$ cat src/nrrh_ram.sv
`timescale 1ns / 1ps
module nrrh_ram #(
	parameter int WIDTH = 8,
	parameter int DEPTH = 16,
	parameter int AW = 4
) (
	input  logic             clk,
	input  logic             we,
	input  logic [AW-1:0]    waddr,
	input  logic [WIDTH-1:0] wdata,
	input  logic             re,
	input  logic [AW-1:0]    raddr,
	output logic [WIDTH-1:0] rdata
);
	logic [WIDTH-1:0] mem [DEPTH];

	always_ff @(posedge clk) begin
		if (we) begin
			mem[waddr] <= wdata;
		end
		if (re) begin
			rdata <= mem[raddr];
		end
	end
endmodule

$ cat config.mk
export PLATFORM = sky130hd
export DESIGN_NAME = nrrh_ram
export DESIGN_NICKNAME = d
export VERILOG_FILES = /design/src/nrrh_ram.sv
export SDC_FILE = /design/constraint.sdc
export NUM_CORES = 1
export LEC_CHECK = 0
export ABC_CLOCK_PERIOD_IN_PS = 3200
export BUFFER_PORTS_ARGS = -buffer_cell sky130_fd_sc_hd__buf_2
export CORE_ASPECT_RATIO = 1.75
export CORE_UTILIZATION = 60
export CTS_BUF_LIST = sky130_fd_sc_hd__clkbuf_2
export CTS_CLUSTER_SIZE = 16
export DETAILED_ROUTE_END_ITERATION = 8
export GPL_ROUTABILITY_DRIVEN = 0
export HOLD_SLACK_MARGIN = 0.06
export PLACE_DENSITY = 0.89
export SETUP_SLACK_MARGIN = 0.15
export SLEW_MARGIN = 25
export SYNTH_ARGS = -nofsm -noshare
export SYNTH_HDL_FRONTEND = slang
export SYNTH_SLANG_ARGS = --single-unit
$ cat constraint.sdc
create_clock -name clk -period 3.2 [get_ports clk]
set_input_delay 0 -clock clk [delete_from_list [all_inputs] [get_ports clk]]
set_output_delay 0 -clock clk [all_outputs]
set_load 0.03 [all_outputs]
# Word level (Yosys, flattened, before mapping)

Memory sizes are Yosys's and may differ from the RTL's. A register that Yosys moved wholly into a read port is not among the register bits.
Cells that the tools add are included.

Multiplexer cells: 2

Operators by type and width:

| kind    | number |
|---|---|
| $mux W1 | 2 |

Register bits: 0
Bits in writable memories: 128
Input port bits: 19
Output and inout bits: 8
Word-level logic and storage cells: 3
Memories kept: 1

Memories:

| name | depth | bits a word | read ports | clocked after memory_dff | write ports | RTL line | text |
|---|---|---|---|---|---|---|---|
| mem  | 16    | 8           | 1          | 1                        | 1           | 15       | `logic [WIDTH-1:0] mem [DEPTH];` |

# Logic depth before layout (Yosys ltp)

Word-level depth: 2
Depth in mapped cells: 5
Gate-level depth less buffers: 3

# Least setup slack after synthesis

No wires, ideal clock.

Path type: input -> register
From: in waddr[2]
To: mem mem[0][0] (enable)
Data arrival time: 1.110 ns
Path slack: 1.707 ns
Cell stages on the path: 2
Path buffers: 0
Path through: or3b_2 > nor3_1

RTL lines:

| element            | RTL line | text |
|---|---|---|
| start: declaration | 9        | `input logic [AW-1:0] waddr,` |
| end: declaration   | 15       |  |

Straight into the memory's write port.

==> metrics.txt <==
area share of the largest cell type after synthesis=78.1%; die width=72.6 microns; skew final=0.0177 ns; placed cell count=364; clk root buf=clkbuf_2; vias in the first global route=2651; fill count=517; synth-to-layout area growth=13.2%; Max clock buf depth=2; Post-CTS Resized=0; setup violators final=0; worst skew pair latency=0.67 ns; antenna violations before repair=1; Port-buffer cells=26; Worst EP required=3.64 ns; slew margin rel.=30.8%; Synth area leaders=edfxtp_1 78%, mux4_2 7.8%, mux4_1 7.0%; FF-to-FF setup slack=0.75 ns; H-tree depth=4; Iteration-0 DRC Markers=262; Final Non-Filler Cells=417; Yosys reg bits=136; Final Net Count=308; final worst slack=0.749 ns; CTS tree=built; DP Worst Slack=1.13 ns; clock slew at reported path FFs=0.18 ns; row count=44; worst path arrival time=2.89 ns; worst hold path class=primary input to register; syn nets=248; total negative setup slack=0 ns; DRC=0; Peak VDD IR=0.494 mV; vias per cell=5.95; Hold Vio Cnt, Final=0; min Tclk post-route=2.45 ns; Pleak=1.98 nW; crit end category=register; CP max FO=1; Remaining Overflow, GRT=0; die area=9100 sq um; Num CTS Buffers=17; Synth Cell Area=5230 sq um; largest net degree at the start of global routing=33; run status=completed; DR pass1 iterations=4; Distinct cells, synth=18; CTS sink count=136; max-cap viol count=0; routed len/inst=22.8 microns; Total GRT Usage=23.6%; Core ar.=8370 sq um; Final Slew Violations=0; hpwl dp=6210 microns; post-synthesis cell count=229; Synth Area per Inst=22.8 sq um; FMAX=408 MHz; period utilisation layout=76.6%; I/O pins=27; Fin Hold WS=0.216 ns; Setup CP Type=register to register; Starting Density=62.5%; Yosys top cell by area=edfxtp_1; fin util=70.7%; final WL=9500 microns; RSZ-0062 raised after global routing=no; Die Height=125 microns; Yosys warning total=0; share of post-route cells with drive strength above 1=26.2%; routed vias=2483; slew at the pin closest to its max-slew limit=1.03 ns; global-route wire length before repair=14400 microns; share of the yosys chip area belonging to registers=78.1%; Routed Antenna Nets=0; PwrDens=556 nW/um^2; crit start category=register
==> cells by family (layout without fill, tap and decap cells) <==
logic type | after synthesis | in the layout | share of synthesized area, %
AOI/OAI and AO/OA | 16 | 16 | 2.30
and+or+nand+nor | 35 | 35 | 3.14
muxes | 32 | 32 | 14.8
DFF | 136 | 136 | 78.1
other | 0 | 1 | 0
buffers and inverters | 10 | 82 | 1.65
==> layout make-up <==
cell class	instances	area [sq um]	share of cell area [%]
multi-input cells	83	1060	17.9
clock inverters	11	155	2.62
repair buffers	51	370	6.26
well taps	115	144	2.43
diodes	1	2.50	0.0423
clock buffers	20	100	1.69
flip-flops and latches	136	4080	69.0
==> layout by cell type, fill, tap and decap left out, drive strengths merged <==
cell type    count
edfxtp         136
mux4            32
buf             30
dlygate4sd3     21
clkbuf          20
a22oi           16
nor2            13
nand2            9
clkinv           6
bufinv           4
nor3             4
nand3b           2
nand2b           2
diode            1
nor2b            1
and2             1
and2b            1
nand3            1
or3b             1
clkinvlp         1
==> critical path: stages, from the launching register on <==
cell and delay, ns:
edfxtp_1 0.43, mux4_2 0.47, a22oi_1 0.18, dlygate4sd3_1 0.57, nand2_1 0.05, dlygate4sd3_1 0.54
==> where the power goes <==
group	internal [mW]	total, mW	switching [mW]
Combinational	0.0880	0.204	0.116
Clock	0.509	1.07	0.565
Sequential	2.00	2.02	0.0106
==> state kept, by name, summed over array words and instances (netlist names) <==
signal / count
mem: 128
rdata: 8
==> metrics by stage <==
| stage | power (mW) | instance area [sq um] |
|---|---|---|
| 5_1_grt | 3.40 | 5920 |
| 6_report | 3.29 | 5920 |
| 3_5_place_dp | 2.24 | 5450 |
| 4_1_cts | 3.31 | 5920 |
| 3_3_place_gp | 2.23 | 5450 |
| 2_1_floorplan | 2.17 | 5230 |
==> cells in the mapped netlist <==
master and count:
nand2_1 9, buf_6 3, and2b_1 1, clkdlybuf4s25_2 3, nand3b_1 2, a22oi_1 16, nor2_1 13, and2_1 1
or3b_2 1, nand3_1 1, mux4_1 14, edfxtp_1 136, nand2b_1 2, buf_2 3, nor2b_1 1, buf_4 1
mux4_2 18, nor3_1 4
==> repair_timing <==
action / CTS / global route
hold buffers: 21 / 0
buffers inserted: 0 / 0
endpoints found under the hold margin: 272 / 0
==> final timing paths <==
kind | startpoint | end | cells past startpoint
worst max-delay path | mem[2][7] | rdata[7] | 5
worst max register to register | mem[2][7] | rdata[7] | 5
worst min register to register | mem[14][2] | rdata[2] | 3
worst min-delay path | raddr[1] | rdata[5] | 4
==> routing by layer <==
layer	routed length (microns)	global-route usage, %	up-vias
li1	-	-	1102
met1	3440	28.0	1249
met2	5280	37.8	113
met3	529	7.17	19
met4	248	13.7	0
met5	0	0	-
No activity file was read; power rests on OpenSTA's default activity.
