## src/nrrh_pkg.sv

```systemverilog
`timescale 1ns / 1ps
package nrrh_pkg;

	localparam logic [1:0] OP_WRITE  = 2'd0;
	localparam logic [1:0] OP_REMOVE = 2'd1;
	localparam logic [1:0] OP_QUERY  = 2'd2;
	localparam logic [1:0] OP_UNUSED = 2'd3;

	localparam int COORD_W = 24;
	localparam int SIZE_W  = 23;
	localparam int EDGE_W  = 25;
	localparam int DIFF_W  = 26;
	localparam int MUL_W   = 25;
	localparam int PROD_W  = 50;
	localparam int PT_W    = 51;
	localparam int DIST_W  = 49;
	localparam int BOX_W   = 2 * COORD_W + 2 * SIZE_W;

	localparam logic signed [PT_W-1:0] S24_MAX = PT_W'(64'sd8388607);
	localparam logic signed [PT_W-1:0] S24_MIN = PT_W'(-64'sd8388608);

	typedef struct packed {
		logic [1:0]                op;
		logic [5:0]                index;
		logic signed [COORD_W-1:0] rect_left;
		logic signed [COORD_W-1:0] rect_top;
		logic [SIZE_W-1:0]         rect_width;
		logic [SIZE_W-1:0]         rect_height;
		logic signed [COORD_W-1:0] origin_x;
		logic signed [COORD_W-1:0] origin_y;
		logic signed [COORD_W-1:0] dir_x;
		logic signed [COORD_W-1:0] dir_y;
		logic [SIZE_W-1:0]         max_dist;
	} in_t;

	typedef struct packed {
		logic                      hit;
		logic [5:0]                hit_index;
		logic signed [COORD_W-1:0] end_x;
		logic signed [COORD_W-1:0] end_y;
	} out_t;

	function automatic logic signed [COORD_W-1:0] sat24(input logic signed [PT_W-1:0] v);
		logic signed [COORD_W-1:0] r;
		if (v > S24_MAX) begin
			r = COORD_W'(S24_MAX);
		end else if (v < S24_MIN) begin
			r = COORD_W'(S24_MIN);
		end else begin
			r = v[COORD_W-1:0];
		end
		return r;
	endfunction

endpackage

```

## src/nrrh_div.sv

```systemverilog
`timescale 1ns / 1ps
// Restoring divider on magnitudes, one quotient bit per cycle. The quotient is
// truncated toward zero and saturated to the signed 24-bit range.
module nrrh_div #(
	parameter int NUM_W = 34
) (
	input  logic                     clk,
	input  logic                     arst_n,
	input  logic                     start,
	input  logic signed [NUM_W-1:0]  num,
	input  logic signed [nrrh_pkg::COORD_W-1:0] den,
	output logic                     done,
	output logic signed [nrrh_pkg::COORD_W-1:0] quo
);
	localparam int CW = nrrh_pkg::COORD_W;
	localparam int CNT_W = $clog2(NUM_W + 1);

	logic             busy_q;
	logic             done_q;
	logic             neg_q;
	logic [CNT_W-1:0] cnt_q;
	logic [CW-1:0]    rem_q;
	logic [CW-1:0]    dmag_q;
	logic [NUM_W-1:0] acc_q;

	logic [CW:0]      rem_sh;
	logic             qbit;
	logic [CW:0]      rem_sub;

	always_comb begin
		rem_sh = {rem_q, acc_q[NUM_W-1]};
		rem_sub = rem_sh - {1'b0, dmag_q};
		qbit = (rem_sh >= {1'b0, dmag_q});
	end

	always_ff @(posedge clk or negedge arst_n) begin
		if (!arst_n) begin
			busy_q <= 1'b0;
			done_q <= 1'b0;
			neg_q <= 1'b0;
			cnt_q <= '0;
			rem_q <= '0;
			dmag_q <= '0;
			acc_q <= '0;
		end else begin
			done_q <= 1'b0;
			if (start) begin
				busy_q <= 1'b1;
				neg_q <= num[NUM_W-1] ^ den[CW-1];
				acc_q <= num[NUM_W-1] ? NUM_W'(-num) : NUM_W'(num);
				dmag_q <= den[CW-1] ? CW'(-den) : CW'(den);
				rem_q <= '0;
				cnt_q <= CNT_W'(NUM_W);
			end else if (busy_q) begin
				rem_q <= qbit ? rem_sub[CW-1:0] : rem_sh[CW-1:0];
				acc_q <= {acc_q[NUM_W-2:0], qbit};
				cnt_q <= cnt_q - CNT_W'(1);
				if (cnt_q == CNT_W'(1)) begin
					busy_q <= 1'b0;
					done_q <= 1'b1;
				end
			end
		end
	end

	always_comb begin
		if (!neg_q) begin
			if (acc_q > NUM_W'(23'h7FFFFF)) begin
				quo = CW'(nrrh_pkg::S24_MAX);
			end else begin
				quo = acc_q[CW-1:0];
			end
		end else begin
			if (acc_q > NUM_W'(24'h800000)) begin
				quo = CW'(nrrh_pkg::S24_MIN);
			end else begin
				quo = -acc_q[CW-1:0];
			end
		end
	end

	assign done = done_q;
endmodule

```

## config.mk

```make
export PLATFORM = sky130hd
export DESIGN_NAME = nrrh_div
export DESIGN_NICKNAME = d
export VERILOG_FILES = /design/src/nrrh_pkg.sv /design/src/nrrh_div.sv
export SDC_FILE = /design/constraint.sdc
export NUM_CORES = 1
export LEC_CHECK = 0
export ABC_AREA = 1
export ABC_CLOCK_PERIOD_IN_PS = 2300
export BUFFER_PORTS_ARGS = -buffer_cell sky130_fd_sc_hd__buf_2
export CAP_MARGIN = 30
export CORE_ASPECT_RATIO = 1.25
export CORE_MARGIN = 2
export CORE_UTILIZATION = 29
export DETAILED_ROUTE_END_ITERATION = 12
export PLACE_DENSITY_LB_ADDON = 0.12
export REMOVE_ABC_BUFFERS = 1
export SETUP_SLACK_MARGIN = 0.15
export SLEW_MARGIN = 20
export SYNTH_ARGS = -nofsm -noshare
export SYNTH_HDL_FRONTEND = slang
export SYNTH_SLANG_ARGS = --single-unit
```

## constraint.sdc

```tcl
create_clock -name clk -period 2.3 [get_ports clk]
set_input_delay 0.46 -clock clk [delete_from_list [all_inputs] [get_ports clk]]
set_output_delay 0.46 -clock clk [all_outputs]
set_load 0.02 [all_outputs]
```

# Word level (Yosys, flattened, before mapping)
# Cells that the tools add are included.
[totals]
output_inout_bits = 25
regBits = 91
[op_classes]
reduce_logical = 1
n_mux = 18
magnitude_cmp = 3
addsub = 5
bitwise_logic = 1
n_eq_ne = 1
[ops]
columns = ["op", "n"]
rows = [
  ["$mux W24", 7],
  ["$mux W34", 3],
  ["$neg A24 Y24", 2],
  ["$gt A34 B23 Y1 const B", 1],
  ["$gt A34 B24 Y1 const B", 1],
  ["$neg A34 Y34", 1],
  ["$ge A25 B24 Y1", 1],
  ["$sub A24 B24 Y24", 1],
  ["$mux W6", 2],
  ["$eq A6 B1 Y1 const B", 1],
  ["$mux W1", 6],
  ["$sub A6 B1 Y6 const B", 1],
  ["$reduce_bool A2 Y1", 1],
  ["$xor A1 B1 Y1", 1],
]

# Longest topological paths before layout
[depth]
ltp_word = 4
ltp_mapped = 16
depth_no_buf = 15

# Least setup slack after synthesis
# Ideal clock, no wire load.
[synth_path]
path_kind = "reg-to-output"
from = "reg acc_q[0]"
to = "out quo[10] (netlist bit)"
setup_slack_ps = -18
stages_incl_launch_ff = 11
required_ps = 1840
t_arrival_ps = 1858
path_cell_list = "dfrtp_1 > inv_1 > ha_1 > nand3_2 > nor2_2 > nand3b_2 > nor2_2 > nand2_2 > nand2_4 > nand2_4 > o21ai_0"
[synth_between]
elab_chain_len = 3
[synth_rtl]
columns = ["element", "line_no", "source"]
rows = [
  ["from (decl)", "nrrh_div.sv:24", "logic [NUM_W-1:0] acc_q;"],
  ["from (signal assigned)", "nrrh_div.sv:50", "acc_q <= num[NUM_W-1] ? NUM_W'(-num) : NUM_W'(num);"],
  ["from (signal assigned)", "nrrh_div.sv:56", "acc_q <= {acc_q[NUM_W-2:0], qbit};"],
  ["$gt A34 B23 Y1, or another cell as far along", "nrrh_div.sv:68", "if (acc_q > NUM_W'(23'h7FFFFF)) begin"],
  ["$mux W24, on equally long branches", "nrrh_div.sv:68, nrrh_div.sv:74", ""],
  ["$mux W24 (*)", "nrrh_div.sv:67", "if (!neg_q) begin"],
  ["to (decl)", "nrrh_div.sv:13", "output logic signed [nrrh_pkg::COORD_W-1:0] quo"],
]
# Every way passes the cells marked *; elsewhere a longest branch is shown, timed or not.

# Worst setup path after layout
[layout_path]
from = "reg acc_q[1]"
to = "out quo[18] (netlist bit)"
# The elaborated chain is that of the path after synthesis.

==> flow_summary.ini <==
[placement]
dpl.hpwl_um = 24900
gp_congestion = 0.883
post-place-ws_ns = -0.0539
io_buffers = 85

[synth]
yosys.area.top_type = dfrtp_1
syn_inst = 1411
yosysTopAreaCellShare_pct = 26.5
ys_ff_latch = 91
syn_area_per_cell_um2 = 6.09
ys_seq_area_share_pct = 26.5
synthDistinctLibCells = 46
async_flop_share_pct = 100
syn_area_um2 = 8600
synth_edf_count = 0
synthFlopType = dfrtp_1
synth.top_cells.by_area = dfrtp_1 26%, nand2_1 21%, inv_1 9.0%
yosys_warnings = 0

[sta]
holdWs_ns = 0.420
min_period_ns = 2.59
relSlewSlack_pct = 51.6
rsz0062_at_grt = true
setup_tns_ns = -6.23
worst_pin_slew_ns = 0.726
drv_slew = 0
setup_ws_ns = -0.288
fmax_ghz = 0.386
fin_skew_ns = 0.0120
final_hold_viol_count = 0
period_share_pct = 113
setup_violations = 24

[route]
drc_errors = 0
drtIter0Drc = 547
post_drt_wl_per_cell_um = 16.3
post_drt_via_cell_ratio = 4.77
drtPass1Iterations = 5
ant_nets = 0
drt-total-wl_um = 32100
num_vias = 9385

[power_and_ir_drop]
cellLeakagePower_nw = 5.69
peakVddDrop_uv = 371
power_switching_w = 0.00425
clockPowerShare_pct = 19.8
p_seq_share_pct = 23.3
swShare_pct = 44.2
power_frac_comb_pct = 57.0
cellPowerDensity_nw_per_um2 = 850
intPower_w = 0.00538

[clocking]
root_buffer = clkbuf_16
clk_latency_ns = 0.37
clock_sinks = 91
clockBufferDepth = 2
numCtsBuffers = 9
path_clk_slew_ns = 0.07
cts-htree-levels = 3
cts_tree = built

[worst_setup_path]
path_class = reg -> out
crit_fanout = 3
endpoint_kind = output port
r2r_cells = 13
cp.required_ns = 1.84
startpoint = acc_q[1]
r2r_start = dmag_q[11]
slowest_delay_ns = 0.38
path_cells = inv_1 > ha_4 > nand3_4 > nor3b_2 > buf_4 > nand3_1 > o21ai_1 > o21ai_0 > o21ai_4 > buf_6
cpMaxStageDelayCell = dfrtp_1
r2r-end = rem_q[23]
reg2reg_slack_ns = 0.21
start_kind = flip-flop
worst_ep_arrival_time_ns = 2.13

[die]
die_area_um2 = 31000
core_um2 = 29300
initial_core_util_pct = 29.4
fp.dieW_um = 158
fp.dieH_um = 197
io_pins = 86
num_rows = 70

[job]
maxCapViolCount = 0

[min_path]
holdCritPathClass = in -> reg
holdPathStages = 4
worstHoldEndpoint = dmag_q[16]
min_from = den[16]

[finish]
area_delta_synth_final_pct = 31.9
insertedDiodeCount = 0
mostFrequentLayoutCells = 453 x nand2_1, 197 x inv_1, 104 x nand3_1
drive_gt1_share_pct = 21.5
num-nets-final = 1657
final_common_cell = nand2_1
num-fill-cells = 3251

[status]
status = finished with violations
violations = setup timing

[global_route]
grt_pass1_vias = 9129
grt_max_degree = 41
overflow = 0
grt_pass1_wl_um = 48900
antenna_found_initial = 0
grt_usage_pct = 20.5
==> critical path, delay by kind of cell, from the launching register on <==
kind            cells  cell delay [ns]
fa+ha+maj           1             0.17
compound gates      3             0.48
buf+inv             3             0.38
flops               1             0.38
simple gates        3             0.36
==> timing repair <==
item                                   in CTS  in global routing
pin swaps                                  10                 25
hold buffers                                1                  0
setup endpoints to repair                  34                 49
setup buffers                               3                 10
gates cloned                                1                  3
resized for setup                          49                133
endpoints found under the hold margin      16                  0
==> state kept, by name (all words and copies together), names as in the netlist <==
signal  count
acc_q      34
dmag_q     24
cnt_q       6
done        1
busy_q      1
neg_q       1
rem_q      24
==> kinds of logic (layout without fill, tap and decap cells) <==
family	count (synthesis)	count (layout)	share of synthesized area, %
simple gates	795	796	40.0
buf+inv	259	418	11.7
compound gates	178	178	11.4
flops	91	91	26.5
xor+xnor	58	58	5.91
fa+ha+maj	30	30	4.45
==> metrics by stage <==
step	utilization (%)	total power [W]	area [µm²]	instances
2_1_floorplan	-	0.00514	8380	1362
3_3_place_gp	34.2	0.00675	10000	1933
3_5_place_dp	34.2	0.00677	10000	1933
4_1_cts	36.2	0.00882	10600	1954
5_1_grt	38.8	0.0104	11300	1967
6_report	38.8	0.00963	11300	1967
==> cells in the mapped netlist, types with 2 or more instances <==
cell / instances
or2_1: 3
o21ai_2: 9
xnor2_1: 13
nor2_2: 3
o221ai_1: 4
buf_1: 8
buf_6: 3
nand4_1: 43
nand2_2: 4
nor3_1: 14
ha_1: 29
nor2_1: 117
nand3b_1: 8
o22ai_1: 2
buf_2: 12
nor2_4: 2
a21oi_1: 31
a31oi_1: 3
nand3_2: 2
nor4_1: 4
o211ai_1: 6
xor2_1: 45
nand2_4: 2
o21ai_0: 109
dfrtp_1: 91
o21bai_1: 4
o21ai_1: 6
inv_1: 206
clkbuf_1: 26
inv_2: 4
nand2_1: 470
nand3_1: 114
==> cell type report <==
| class | count | area (µm²) | share of cell area (%) |
|---|---|---|---|
| tap | 396 | 495 | 4.37 |
| clock inverter | 7 | 139 | 1.22 |
| inverter | 210 | 788 | 6.95 |
| sequential | 91 | 2280 | 20.1 |
| timing repair buffer | 192 | 1500 | 13.3 |
| clock buffer | 9 | 225 | 1.99 |
| multi-input combinational | 1062 | 5910 | 52.1 |
==> power groups by stage <==
stage	Clock (W)	Sequential, W	Combinational (W)
floorplan	0	0.00214	0.00300
global placement	0	0.00219	0.00456
detailed placement	0	0.00220	0.00457
CTS	0.00194	0.00218	0.00471
global route	0.00200	0.00228	0.00615
finish	0.00191	0.00224	0.00549
==> routing by layer <==
metal	vias to the layer above	track usage (%)	wire length, µm	share of wire (%)
li1	4796	-	-	-
met1	4371	24.1	13300	41
met2	167	38.3	17100	53
met3	51	2.24	841	2.6
met4	0	7.11	924	2.9
met5	-	0	0	0
==> how the worst max path moves through the flow <==
stage	end	slack, ns
2_1_floorplan	acc_q[2]	-0.33
3_3_place_gp	quo[15]	-0.07
3_5_place_dp	quo[11]	-0.05
4_1_cts	quo[11]	-0.37
5_1_grt	quo[16]	-0.41
6_report	quo[18]	-0.29
No activity file was read; power rests on OpenSTA's default activity.
